===== src/design/btr_pkg.sv =====
// Package: shared types, constants and command/status structs of the rasterizer.
package btr_pkg;

    localparam int SCREEN_WIDTH_DEF     = 512;
    localparam int SCREEN_HEIGHT_DEF    = 512;
    localparam int COORD_FRAC_BITS_DEF  = 4;
    localparam int WEIGHT_FRAC_BITS_DEF = 16;

    localparam int COLOR_W = 24;
    localparam int CFG_IDX_W = 2;

    localparam logic [CFG_IDX_W-1:0] REG_COLOR_FIRST  = 2'd0;
    localparam logic [CFG_IDX_W-1:0] REG_COLOR_SECOND = 2'd1;
    localparam logic [CFG_IDX_W-1:0] REG_COLOR_THIRD  = 2'd2;

    localparam logic [COLOR_W-1:0] COLOR_FIRST_RST  = 24'hFF0000;
    localparam logic [COLOR_W-1:0] COLOR_SECOND_RST = 24'h00FF00;
    localparam logic [COLOR_W-1:0] COLOR_THIRD_RST  = 24'h0000FF;

    localparam logic MODE_LOAD = 1'b0;
    localparam logic MODE_STEP = 1'b1;

    typedef struct packed {
        logic               mode;
        logic signed [15:0] first_x;
        logic signed [15:0] first_y;
        logic signed [15:0] second_x;
        logic signed [15:0] second_y;
        logic signed [15:0] third_x;
        logic signed [15:0] third_y;
    } t_in_item;

    typedef struct packed {
        logic [8:0] pixel_x;
        logic [8:0] pixel_y;
        logic       covered;
        logic [7:0] red;
        logic [7:0] green;
        logic [7:0] blue;
        logic       last;
        logic       idle;
    } t_out_item;

    // Commands from the controller to the datapath.
    typedef struct packed {
        logic load;      // latch vertices and box, select area operands
        logic area;      // register area once products are ready
        logic edges;     // compute edge values for the current pixel
        logic div_start; // start both weight divisions
        logic blend;     // form color products
        logic finish;    // build result and advance the scan
        logic emit_idle; // build an idle result
    } t_cmd;

    // Status from the datapath to the controller.
    typedef struct packed {
        logic scan_active;
        logic hit;       // current pixel lies strictly inside the triangle
        logic div_done;
    } t_status;

endpackage


===== src/design/btr_ctrl.sv =====
// Controller: sequences load, edge evaluation, division, blend and result transfer.
module btr_ctrl import btr_pkg::*; (
    input  logic    i_clk,
    input  logic    i_rst_n,
    input  logic    i_valid,
    input  logic    i_mode,
    output logic    o_stall,
    input  t_status i_status,
    output t_cmd    o_cmd,
    output logic    o_valid,
    input  logic    i_out_stall
);
    typedef enum logic [6:0] {
        S_IDLE  = 7'b0000001,
        S_AREA  = 7'b0000010,
        S_EDGE  = 7'b0000100,
        S_TEST  = 7'b0001000,
        S_DIV   = 7'b0010000,
        S_BLEND = 7'b0100000,
        S_FIN   = 7'b1000000
    } t_state;

    t_state r_state, n_state;
    logic [1:0] r_ecnt, n_ecnt;
    logic r_valid, n_valid;
    logic w_take;

    // Accept only when idle and the result register is free.
    assign o_stall = (r_state != S_IDLE) || r_valid;
    assign w_take  = i_valid && !o_stall;

    always_comb begin
        n_state = r_state;
        n_ecnt  = r_ecnt;
        n_valid = r_valid && i_out_stall;
        o_cmd   = '0;
        case (r_state)
            S_IDLE: begin
                if (w_take) begin
                    if (i_mode == MODE_LOAD) begin
                        o_cmd.load = 1'b1;
                        n_state = S_AREA;
                    end else if (!i_status.scan_active) begin
                        o_cmd.emit_idle = 1'b1;
                        n_valid = 1'b1;
                    end else begin
                        o_cmd.edges = 1'b1;
                        n_ecnt = 2'd0;
                        n_state = S_EDGE;
                    end
                end
            end
            S_AREA: begin
                o_cmd.area = 1'b1;
                o_cmd.emit_idle = 1'b1;
                n_valid = 1'b1;
                n_state = S_IDLE;
            end
            S_EDGE: begin
                o_cmd.edges = 1'b1;
                n_ecnt = r_ecnt + 1'b1;
                if (r_ecnt == 2'd2) n_state = S_TEST;
            end
            S_TEST: begin
                if (i_status.hit) begin
                    o_cmd.div_start = 1'b1;
                    n_state = S_DIV;
                end else begin
                    n_state = S_FIN;
                end
            end
            S_DIV: begin
                if (i_status.div_done) n_state = S_BLEND;
            end
            S_BLEND: begin
                o_cmd.blend = 1'b1;
                n_state = S_FIN;
            end
            S_FIN: begin
                o_cmd.finish = 1'b1;
                n_valid = 1'b1;
                n_state = S_IDLE;
            end
            default: n_state = S_IDLE;
        endcase
    end

    always_ff @(posedge i_clk) begin
        if (!i_rst_n) begin
            r_state <= S_IDLE;
            r_ecnt  <= '0;
            r_valid <= 1'b0;
        end else begin
            r_state <= n_state;
            r_ecnt  <= n_ecnt;
            r_valid <= n_valid;
        end
    end

    assign o_valid = r_valid;

    // No new item is taken while a result waits.
    assert property (@(posedge i_clk) disable iff (!i_rst_n) r_valid |-> o_stall)
        else $error("accepted with result pending");
    // A result appears only after a finishing or idle command.
    assert property (@(posedge i_clk) disable iff (!i_rst_n)
        $rose(r_valid) |-> $past(o_cmd.finish || o_cmd.emit_idle))
        else $error("result without command");
    // A division starts only for a covered pixel.
    assert property (@(posedge i_clk) disable iff (!i_rst_n)
        o_cmd.div_start |-> i_status.hit)
        else $error("division for uncovered pixel");
endmodule


===== config.mk =====
export PLATFORM = sky130hd
export DESIGN_NAME = btr_ctrl
export DESIGN_NICKNAME = d
export VERILOG_FILES = /design/src/design/btr_pkg.sv /design/src/design/btr_ctrl.sv
export SDC_FILE = /design/constraint.sdc
export NUM_CORES = 1
export LEC_CHECK = 0
export ABC_AREA = 1
export BUFFER_PORTS_ARGS = -buffer_cell sky130_fd_sc_hd__clkbuf_2
export CAP_MARGIN = 20
export CELL_PAD_IN_SITES_DETAIL_PLACEMENT = 0
export CELL_PAD_IN_SITES_GLOBAL_PLACEMENT = 1
export CORE_UTILIZATION = 39
export DETAILED_ROUTE_END_ITERATION = 8
export PLACE_DENSITY_LB_ADDON = 0.08
export SETUP_SLACK_MARGIN = 0.02
export SLEW_MARGIN = 10
export SYNTH_ARGS = -nofsm -noshare
export SYNTH_HDL_FRONTEND = slang
export SYNTH_SLANG_ARGS = --single-unit

===== constraint.sdc =====
create_clock -name i_clk -period 3.6 [get_ports i_clk]
set_input_delay 0.54 -clock i_clk [delete_from_list [all_inputs] [get_ports i_clk]]
set_output_delay 0.54 -clock i_clk [all_outputs]
set_load 0.05 [all_outputs]

== After elaboration in Yosys (flattened, before gate mapping) ==
Index checks and enable logic that the tools add are counted.

* Eq/ne operators: 15
* Mux-type cells: 31
* Reductions and logical operators: 8
* Add/sub/neg operators: 1

{| class="wikitable"
|+ Operator list
! kind !! number
|-
| $mux 7 || 6
|-
| $pmux 7 s5 || 1
|-
| $mux 1 || 17
|-
| $ne 2x2->1 const B || 5
|-
| $reduce_and 4->1 || 2
|-
| $eq 7x1->1 const B || 1
|-
| $eq 7x2->1 const B || 1
|-
| $eq 7x3->1 const B || 1
|-
| $eq 7x4->1 const B || 1
|-
| $eq 7x5->1 const B || 1
|-
| $eq 7x6->1 const B || 1
|-
| $eq 7x7->1 const B || 1
|-
| $ne 7x1->1 const B || 1
|-
| $mux 2 || 3
|-
| $pmux 1 s2 || 3
|-
| $pmux 2 s2 || 1
|-
| $ne 3x3->1 const B || 1
|-
| $add 2x1->2 const B || 1
|-
| $eq 2x2->1 const B || 1
|-
| $logic_and 1x1->1 || 2
|-
| $reduce_bool 2->1 || 1
|-
| $reduce_or 2->1 || 1
|-
| $logic_not 1->1 || 1
|-
| $logic_or 1x1->1 || 1
|}

* Output and inout port bits: 9
* Register bits after elaboration: 10

== Logic depth before layout (Yosys ltp) ==
Gate-level depths: netlist of run 1.

* Depth after elaboration: 6
* Depth in mapped cells: 9
* Mapped depth without buffers: 9

== Worst setup path before layout of run 1 ==
No wires, ideal clock.

* Path kind: register -> output
* Start point: reg r_state[2]
* End point: out o_cmd[1] (netlist bit)
* Arrival time: 1.681 ns
* Slack: 1.379 ns
* Path buffers: 0
* Stages on the path, launching flop included: 4
* Data required time: 3.060 ns
* Cells stage by stage: dfxtp_1 nor2_4 nand2_1 nor3_1

{| class="wikitable"
|+ RTL lines
! what !! RTL line !! source
|-
| start, declared || btr_ctrl.sv:23 || <nowiki>t_state r_state, n_state;</nowiki>
|-
| start signal, assigned || btr_ctrl.sv:94 || <nowiki>r_state <= n_state;</nowiki>
|-
| end, declared || btr_ctrl.sv:9 || <nowiki>output t_cmd o_cmd,</nowiki>
|}

==> flow_summary.rst, run 1 <==
.. list-table::
   :header-rows: 1

   * - Metric
     - Value
   * - Outcome
     - completed
   * - Endpoint type of the worst setup path
     - output pin
   * - Syn Nets
     - 116
   * - Maximum level of the CTS H-tree
     - 1
   * - Unrepaired setup endpoints after global routing
     - false
   * - Synthesis-to-layout area growth
     - 16.6%
   * - Cell internal pwr
     - 0.299 mW
   * - Fraction of layout cells with a size suffix above 1
     - 0.304
   * - Max Root-Sink Buffers
     - 2
   * - Largest net degree at the start of global routing
     - 11
   * - Crit path DAT
     - 1670 ps
   * - Count of nets after finishing
     - 136
   * - Final estimated routing congestion in global placement
     - 0.801
   * - Post-synth EDFFs
     - 0
   * - Fin crit share
     - 0.613
   * - Die extent in x
     - 45.6 µm
   * - Core region area
     - 1750 µm²
   * - Met3 track demand over resource in global routing
     - 0.0635
   * - Post-synthesis cell type count
     - 25
   * - Top cells by count, synth
     - nand2_1 (21), inv_1 (19), nor2_1 (12)
   * - Total wirelength of the detailed-routed design
     - 1590 µm
   * - Total vias in the final route
     - 712
   * - Starting density of the core
     - 0.424
   * - Post-route DRC
     - 0
   * - Switching power
     - 0.343 mW
   * - Worst setup path startpoint
     - r_state[2]
   * - Iteration count of the initial detailed-routing pass
     - 4
   * - Portion of total power attributed to the clock network
     - 0.124
   * - Share of the yosys chip area belonging to registers
     - 0.270
   * - Library cell with the highest instance count after synthesis
     - nand2_1
   * - Final Hold Vio Count
     - 0
   * - Library cell with the largest summed area after synthesis
     - dfxtp_1
   * - Worst R2R Path Depth
     - 8
   * - Path type of the worst setup path
     - reg2out
   * - Hold/Removal Path Class
     - reg2reg
   * - Kind of start point of the critical path
     - flop
   * - Required time of the worst setup path
     - 3060 ps
   * - Largest fanout on the critical path
     - 7
   * - Chip height
     - 45.6 µm
   * - Register-to-Register Setup Slack
     - 2240 ps
   * - Met1 Usage GRT
     - 0.259
   * - Post-detailed-route via-to-cell ratio
     - 4.75
   * - Ports
     - 17
   * - Die area
     - 2080 µm²
   * - Number of antenna violations at the first check in global routing
     - 0
   * - Headroom to the max-slew limit
     - 0.796
   * - Highest Clock Rate
     - 453 MHz
   * - Ys flop type
     - dfxtp_1
   * - Leakage power
     - 0.482 nW
   * - Count of mapped cells out of synthesis
     - 107
   * - Quantity of gates resized following cts
     - 0
   * - Max-cap viol count
     - 0
   * - Share of total power in combinational logic
     - 0.627
   * - Setup clock skew after layout
     - 8.54 ps
   * - Standard-cell rows
     - 15
   * - Cell area after synthesis
     - 741 µm²
   * - Global-route wire length before repair
     - 2830 µm
   * - Starting DRT DRC Count
     - 18
   * - Power density over cell area
     - 744 nW/µm²
   * - Peak-usage layer in the global routing report
     - met2
   * - Switching fraction of total power
     - 0.534
   * - Hold-fix buffers at CTS
     - 0
   * - Wire length per cell
     - 10.6 µm
   * - Clock-pin slew on the worst setup and hold paths
     - 60 ps
   * - Max-slew violation total from the final report
     - 0
   * - Endpoint of the most critical setup path
     - o_cmd[4]
   * - Area fraction of the dominant cell type after synthesis
     - 0.270
   * - Count of port buffers added during placement
     - 16
   * - Master cell of the clock root buffer
     - clkbuf_4
   * - ANT nets after route
     - 0
   * - Cell types occupying the most area after synthesis
     - dfxtp_1 (27%), nand2_1 (11%), inv_1 (9.6%)
   * - Post-CTS setup repair buffer count
     - 0
   * - Number of synthesized register bits
     - 10
   * - Synth warn
     - 0
   * - Total global routing overflow
     - 0
   * - Number of global-route vias before repair
     - 620
   * - Critical R2R Launch
     - r_state[5]
   * - Num Clock Sinks
     - 10
   * - Total design power
     - 0.642 mW
   * - Post-synthesis average cell area
     - 6.92 µm²
   * - Number of antenna cells inserted
     - 0
   * - Final min period
     - 2210 ps
   * - Hold path depth
     - 2
   * - CTS tree
     - built
   * - Overall fraction of global-route tracks in use
     - 0.198
   * - Worst IR drop on VDD
     - 0.000467 V
   * - Share of synthesized registers carrying an async set or reset
     - 0
   * - Final setup TNS
     - 0 ps
   * - Post-DP HPWL
     - 1290 µm
   * - Clock latency of the later-clocked register in the worst-skew pair
     - 280 ps
   * - Reg power frac
     - 0.249
   * - Endpoints failing setup
     - 0
   * - Capturing point of the worst reg2reg path
     - r_state[2]
   * - Global-route met2 utilization
     - 0.274
   * - Number of buffers inserted during clock tree synthesis
     - 3
   * - Slew at the pin closest to its max-slew limit
     - 303 ps
==> power by group through the flow <==
stage | Clock (mW) | Combinational (mW) | Sequential, mW
2_1_floorplan | 0 | 0.333 | 0.162
4_1_cts | 0.0821 | 0.407 | 0.160
3_3_place_gp | 0 | 0.407 | 0.161
3_5_place_dp | 0 | 0.406 | 0.162
6_report | 0.0799 | 0.402 | 0.160
5_1_grt | 0.0896 | 0.451 | 0.165
==> worst min-delay path by stage <==
stage                       to      start  slack [ps]
floorplan            r_ecnt[0]  r_ecnt[0]         450
global placement     r_ecnt[0]  r_ecnt[0]         460
detailed placement   r_ecnt[0]  r_ecnt[0]         460
CTS                  r_ecnt[0]  r_ecnt[0]         480
global route        r_state[1]     i_mode         500
finish               r_ecnt[0]  r_ecnt[0]         480
==> routing by layer <==
metal / vias to the layer above / routed length [µm] / share of wire
li1: 384 / - / -
met5: - / 0 / 0
met4: 0 / 57 / 0.036
met1: 301 / 759 / 0.48
met2: 20 / 693 / 0.44
met3: 7 / 73 / 0.046
==> per-stage QoR <==
step,instances,setup WS [ps],utilization,area (µm²),hold WS [ps]
6_report,150,1390,0.495,863,478
3_3_place_gp,147,1660,0.482,841,460
2_1_floorplan,107,1380,-,741,450
4_1_cts,150,1370,0.495,863,478
3_5_place_dp,147,1670,0.482,841,460
5_1_grt,150,1270,0.495,863,501
==> registers in the layout (all words and copies together) (netlist names) <==
| name | cells |
|---|---|
| o_valid | 1 |
| r_ecnt | 2 |
| r_state | 7 |
==> placed cells by master (no fill, tap or decap) <==
| cell type | netlist | final |
|---|---|---|
| inv_2 | 2 | 2 |
| dfxtp_1 | 10 | 10 |
| nand3_2 | 2 | 2 |
| o21ai_4 | 1 | 1 |
| a21oi_2 | 1 | 1 |
| nor3_1 | 2 | 2 |
| nor3b_1 | 1 | 1 |
| nand2_1 | 21 | 21 |
| o31ai_1 | 1 | 1 |
| nor2_2 | 6 | 6 |
| nor2_8 | 1 | 1 |
| clkbuf_4 | 0 | 3 |
| nand4_1 | 7 | 7 |
| o21ai_2 | 1 | 1 |
| nor2_1 | 12 | 12 |
| o21a_1 | 1 | 1 |
| ha_1 | 1 | 1 |
| a21oi_1 | 1 | 1 |
| nand2_2 | 1 | 1 |
| o21ai_0 | 1 | 1 |
| nand3_1 | 9 | 9 |
| nand3_4 | 2 | 2 |
| clkbuf_2 | 0 | 16 |
| nand3b_1 | 1 | 1 |
| nor2_4 | 2 | 2 |
| inv_1 | 19 | 19 |
==> cell families (layout without fill, tap and decap cells) <==
family	after synthesis	count (layout)	synth area share
simple gates	67	67	0.512
buf+inv	22	40	0.122
fa+ha+maj	1	1	0.0169
compound gates	7	7	0.0794
flops	10	10	0.270
==> worst max-delay path: stages (launching register included) <==
cell	delay, ps
dfxtp_1	360
nor2_4	180
nand3_4	100
nor2_8	160
nand3_4	100
o21ai_4	180
clkbuf_2	310
==> layout make-up <==
type                    count  area [µm²]
fillers                   193         882
repair buffers             16        80.1
inverters                  21        78.8
clock buffers               3        22.5
well taps                  25        31.3
flip-flops and latches     10         200
multi-input cells          75         450
No activity file was read; power rests on OpenSTA's default activity.
==> run 2: changes to the inputs <==
- CORE_UTILIZATION: 39 -> 32
- clock period: 3.6 -> 2 ns (I/O delays scaled with it)
==> run 2 against run 1 <==
Net effect:
- global-route usage shrank 3.8 points
- worst setup slack got worse by 1300 ps
- critical path depth stayed put
- final cell count rose by 2.7%
- power up 86%
==> flow_summary.rst, run 2 (synthesis results as in run 1) <==
.. list-table::
   :header-rows: 1

   * - Metric
     - Value
   * - Outcome
     - completed
   * - Worst R2R Path Depth
     - 9
   * - Post-CTS setup repair buffer count
     - 0
   * - Ports
     - 17
   * - Power density over cell area
     - 1340 nW/µm²
   * - Delay of the slowest critical-path stage
     - 370 ps
   * - WP depth
     - 6
   * - Cell family with most CP delay
     - simple AND/OR/NAND/NOR gates
   * - Synthesis-to-layout area growth
     - 19.8%
   * - Slew at the pin closest to its max-slew limit
     - 278 ps
   * - Capturing point of the worst reg2reg path
     - r_state[4]
   * - Register-to-Register Setup Slack
     - 570 ps
   * - Count of nets after finishing
     - 137
   * - Die area
     - 2510 µm²
   * - Max-slew violation total from the final report
     - 0
   * - Highest Clock Rate
     - 531 MHz
   * - Final Hold Vio Count
     - 0
   * - Final estimated routing congestion in global placement
     - 0.757
   * - Number of fillers in the final layout
     - 246
   * - Die extent in x
     - 50.1 µm
   * - Global-route met2 utilization
     - 0.253
   * - Unrepaired setup endpoints after global routing
     - false
   * - Most frequent standard cell in the layout excluding fill and tap cells
     - nand2_1
   * - Series of cell instances along the critical path
     - nor2_4, nand3_4, nor2_8, nand3_4, o21ai_4, buf_4
   * - ANT nets after route
     - 0
   * - Starting DRT DRC Count
     - 17
   * - Largest fanout on the critical path
     - 7
   * - Worst setup path startpoint
     - r_state[2]
   * - Critical Path Most Common Cell
     - nand3_4
   * - Hold path depth
     - 2
   * - Endpoints failing setup
     - 0
   * - Hold/Removal Path Class
     - in2reg
   * - Kind of start point of the critical path
     - flop
   * - Worst IR drop on VDD
     - 0.000712 V
   * - Setup WS pre-CTS
     - 345 ps
   * - Max Root-Sink Buffers
     - 2
   * - Iteration count of the initial detailed-routing pass
     - 5
   * - Standard-cell rows
     - 17
   * - Clock-pin slew on the worst setup and hold paths
     - 70 ps
   * - Post-route DRC
     - 0
   * - Number of global-route vias before repair
     - 641
   * - Leakage power
     - 0.488 nW
   * - Wire length per cell
     - 11.1 µm
   * - Max-cap viol count
     - 0
   * - Endpoint type of the worst setup path
     - output pin
   * - Largest net degree at the start of global routing
     - 11
   * - Total design power
     - 1.19 mW
   * - Global-route wire length before repair
     - 2930 µm
   * - Fin crit share
     - 0.942
   * - Number of antenna violations at the first check in global routing
     - 0
   * - Final setup TNS
     - 0 ps
   * - Critical-path cell with the highest stage delay
     - dfxtp_1
   * - Clock latency of the later-clocked register in the worst-skew pair
     - 270 ps
   * - Total vias in the final route
     - 717
   * - CTS tree
     - built
   * - Master cell of the clock root buffer
     - clkbuf_4
   * - Number of buffers inserted during clock tree synthesis
     - 3
   * - Number of buffers and inverters on the critical path
     - 1
   * - Met1 Usage GRT
     - 0.200
   * - Critical R2R Launch
     - r_state[5]
   * - Headroom to the max-slew limit
     - 0.816
   * - Total wirelength of the detailed-routed design
     - 1710 µm
   * - Flip-flop count of the largest register after layout
     - 7
   * - Num Clock Sinks
     - 10
   * - Total global routing overflow
     - 0
   * - Met3 track demand over resource in global routing
     - 0.0679
   * - Number of antenna cells inserted
     - 0
   * - Post-DP HPWL
     - 1390 µm
   * - Area after DPL
     - 857 µm²
   * - Largest register by flop count
     - r_state
   * - Starting density of the core
     - 0.338
   * - Endpoint of the most critical setup path
     - o_cmd[4]
   * - Fraction of layout cells with a size suffix above 1
     - 0.325
   * - Commonest cells after routing, fill and taps aside
     - nand2_1 (21), inv_1 (19), clkbuf_2 (14), nor2_1 (12), dfxtp_1 (10)
   * - Chip height
     - 50.1 µm
   * - Finished Cell Area
     - 887 µm²
   * - Count of port buffers added during placement
     - 16
   * - Final min period
     - 1880 ps
   * - Setup clock skew after layout
     - 0.985 ps
   * - Post-detailed-route via-to-cell ratio
     - 4.66
   * - Overall fraction of global-route tracks in use
     - 0.160
   * - Core region area
     - 2190 µm²
   * - Crit path DAT
     - 1580 ps
   * - Required time of the worst setup path
     - 1700 ps
   * - Maximum level of the CTS H-tree
     - 1
   * - Worst path setup slack after routing
     - 115 ps
   * - Path type of the worst setup path
     - reg2out
   * - Peak-usage layer in the global routing report
     - met2
run 2: cell types whose count changed in the layout (fill, tap and decap cells not counted):
cell / before / now
buf_4: 0 / 2
clkbuf_2: 16 / 14
nor3_1: 2 / 0
nor3_2: 0 / 2
buf_2: 0 / 1
run 2: layer usage:
layer  up-vias  routed length (µm)  part of all wire
li1        380                   -                 -
met1       319                 834              0.49
met3         2                  65             0.038
met2        16                 794              0.47
met5         -                   0                 0
met4         0                  12            0.0070
run 2: power breakdown:
part | internal [mW] | switching, mW | leakage (nW) | total, mW
registers | 0.241 | 0.0466 | 0.0815 | 0.287
clock network | 0.0698 | 0.0818 | 0.0138 | 0.152
logic | 0.242 | 0.510 | 0.393 | 0.752
run 2: timing repair:
action,CTS,global route
endpoints found under the setup margin,0,2
gates resized for setup,0,5
hold buffers,0,0
run 2: how the worst min path moves through the flow:
stage | start | endpoint | slack (ps)
final | i_mode | r_state[1] | 250
after detailed placement | r_ecnt[0] | r_ecnt[0] | 470
after floorplan | i_mode | r_state[1] | 380
after CTS | i_mode | r_state[1] | 250
after global routing | i_mode | r_state[1] | 260
after global placement | r_ecnt[0] | r_ecnt[0] | 470
run 2: through the flow:
step,instances,utilization,hold slack [ps]
detailed placement,151,0.391,473
CTS,154,0.401,248
floorplan,107,-,376
global route,154,0.405,260
global placement,151,0.391,475
finish,154,0.405,253
run 2: area by class of cell:
cell class              count  area [µm²]  area share
multi-input cells          75         460       0.519
inverters                  21        78.8      0.0889
well taps                  28        35.0      0.0395
repair buffers             17        90.1       0.102
flip-flops and latches     10         200       0.226
clock buffers               3        22.5      0.0254
==> run 3: changes to the inputs <==
- RECOVER_POWER: unset -> 25
==> run 3 against run 2 <==
Net effect:
- sequential share of layout area about the same
- largest cell class unchanged
- design area decreased by 0.14%
- largest power group unchanged
- highest routed layer unchanged
- critical path depth unchanged
- clock power about the same
- clock-buffer cell count unchanged
- critical endpoint unchanged
==> flow_summary.rst, run 3 (synthesis results as in run 1) <==
.. list-table::
   :header-rows: 1

   * - Metric
     - Value
   * - Finished Cell Area
     - 886 µm²
   * - Number of antenna violations at the first check in global routing
     - 0
   * - Routed metal-1 wirelength
     - 835 µm
   * - Worst IR drop on VDD
     - 0.000712 V
   * - Area after DPL
     - 857 µm²
   * - Outcome
     - completed
   * - Largest net degree at the start of global routing
     - 11
   * - Uppermost routed layer
     - met4
   * - Starting density of the core
     - 0.338
   * - Tightest hold margin
     - 253 ps
   * - Kind of start point of the critical path
     - flop
   * - Endpoints failing setup
     - 0
   * - Final setup TNS
     - 0 ps
   * - Num Clock Sinks
     - 10
   * - Core region area
     - 2190 µm²
   * - Share of total power in combinational logic
     - 0.631
   * - Final estimated routing congestion in global placement
     - 0.757
   * - Largest fanout on the critical path
     - 7
   * - Synthesis-to-layout area growth
     - 19.6%
   * - Met2 Routed Length
     - 794 µm
   * - Post-DP HPWL
     - 1390 µm
   * - Hold/Removal Path Class
     - in2reg
   * - ANT nets after route
     - 0
   * - Global-route wire length before repair
     - 2930 µm
   * - Die area
     - 2510 µm²
   * - Required time of the worst setup path
     - 1700 ps
   * - # placed instances
     - 151
   * - Chip height
     - 50.1 µm
   * - Standard-cell rows
     - 17
   * - Number of antenna cells inserted
     - 0
   * - Setup clock skew after layout
     - 0.985 ps
   * - Max Root-Sink Buffers
     - 2
   * - Post-detailed-route via-to-cell ratio
     - 4.66
   * - Die extent in x
     - 50.1 µm
   * - Total wirelength of the detailed-routed design
     - 1710 µm
   * - Path type of the worst setup path
     - reg2out
   * - Final Hold Vio Count
     - 0
   * - Total vias in the final route
     - 717
   * - Fraction of layout cells with a size suffix above 1
     - 0.317
   * - Highest Clock Rate
     - 531 MHz
   * - Crit path DAT
     - 1580 ps
   * - Largest register by flop count
     - r_state
   * - Wire length per cell
     - 11.1 µm
   * - Fin crit share
     - 0.942
   * - Clock-pin slew on the worst setup and hold paths
     - 70 ps
   * - Portion of total power attributed to the clock network
     - 0.127
   * - Switching fraction of total power
     - 0.536
   * - Iteration count of the initial detailed-routing pass
     - 5
   * - Final min period
     - 1880 ps
   * - Starting DRT DRC Count
     - 17
   * - Met3 WL
     - 65 µm
   * - Number of global-route vias before repair
     - 641
   * - Maximum level of the CTS H-tree
     - 1
   * - CTS tree
     - built
   * - Most frequent standard cell in the layout excluding fill and tap cells
     - nand2_1
   * - Hold-fix buffers at CTS
     - 0
   * - Slew at the pin closest to its max-slew limit
     - 587 ps
   * - Endpoint type of the worst setup path
     - output pin
   * - Number of buffers inserted during clock tree synthesis
     - 3
   * - Post-route DRC
     - 0
   * - Total global routing overflow
     - 0
   * - Final std cells w/o fill
     - 154
   * - Max-slew violation total from the final report
     - 0
   * - Count of nets after finishing
     - 137
   * - Max-cap viol count
     - 0
   * - Clock latency of the later-clocked register in the worst-skew pair
     - 270 ps
   * - Leakage power
     - 0.485 nW
   * - Count of port buffers added during placement
     - 16
   * - Flip-flop count of the largest register after layout
     - 7
   * - Unrepaired setup endpoints after global routing
     - false
   * - Headroom to the max-slew limit
     - 0.610
   * - Master cell of the clock root buffer
     - clkbuf_4
   * - Switching power
     - 0.638 mW
   * - Reg power frac
     - 0.241
   * - Power density over cell area
     - 1340 nW/µm²
   * - Ports
     - 17
   * - Cell internal pwr
     - 0.552 mW
   * - Overall fraction of global-route tracks in use
     - 0.160
   * - Commonest cells after routing, fill and taps aside
     - nand2_1 (21), inv_1 (19), clkbuf_2 (13), nor2_1 (12), dfxtp_1 (10)
run 3: layout make-up:
type / count / area (µm²)
clock buffers: 3 / 22.5
multi-input cells: 75 / 460
repair buffers: 17 / 88.8
flip-flops and latches: 10 / 200
well taps: 28 / 35.0
fillers: 247 / 1310
inverters: 21 / 78.8
run 3: power groups by stage:
stage | clock network, mW | registers, mW | logic [mW]
2_1_floorplan | 0 | 0.291 | 0.602
3_3_place_gp | 0 | 0.290 | 0.753
3_5_place_dp | 0 | 0.291 | 0.750
4_1_cts | 0.157 | 0.286 | 0.754
5_1_grt | 0.163 | 0.293 | 0.838
6_report | 0.152 | 0.287 | 0.752
run 3: repair_timing:
action | 4_1_cts | 5_1_grt
setup endpoints to repair | 0 | 2
resized for setup | 0 | 5
setup buffers | 0 | 0
run 3: stage by stage:
stage | utilization | worst slack (ps) | power, mW
finish | 0.404 | 115 | 1.19
global route | 0.404 | 21.9 | 1.29
CTS | 0.401 | 35.6 | 1.20
detailed placement | 0.391 | 345 | 1.04
global placement | 0.391 | 377 | 1.04
floorplan | - | 210 | 0.894
run 3: final timing paths:
check,startpoint,end,slack (ps),cells after the start
worst max-delay path,r_state[2],o_cmd[4],120,6
worst min-delay path,i_mode,r_state[1],250,2
worst max register to register,r_state[5],r_state[4],570,9
worst min register to register,r_ecnt[0],r_ecnt[0],490,2
run 3: metal layers:
layer | global-route usage | vias up
met5 | 0 | -
met4 | 0.0286 | 0
met3 | 0.0679 | 2
met2 | 0.253 | 16
met1 | 0.200 | 319
li1 | - | 380
run 3: critical path, stage by stage (launching register included):
cell,delay [ps]
dfxtp_1,370
nor2_4,170
nand3_4,100
nor2_8,160
nand3_4,110
o21ai_4,170
buf_4,220
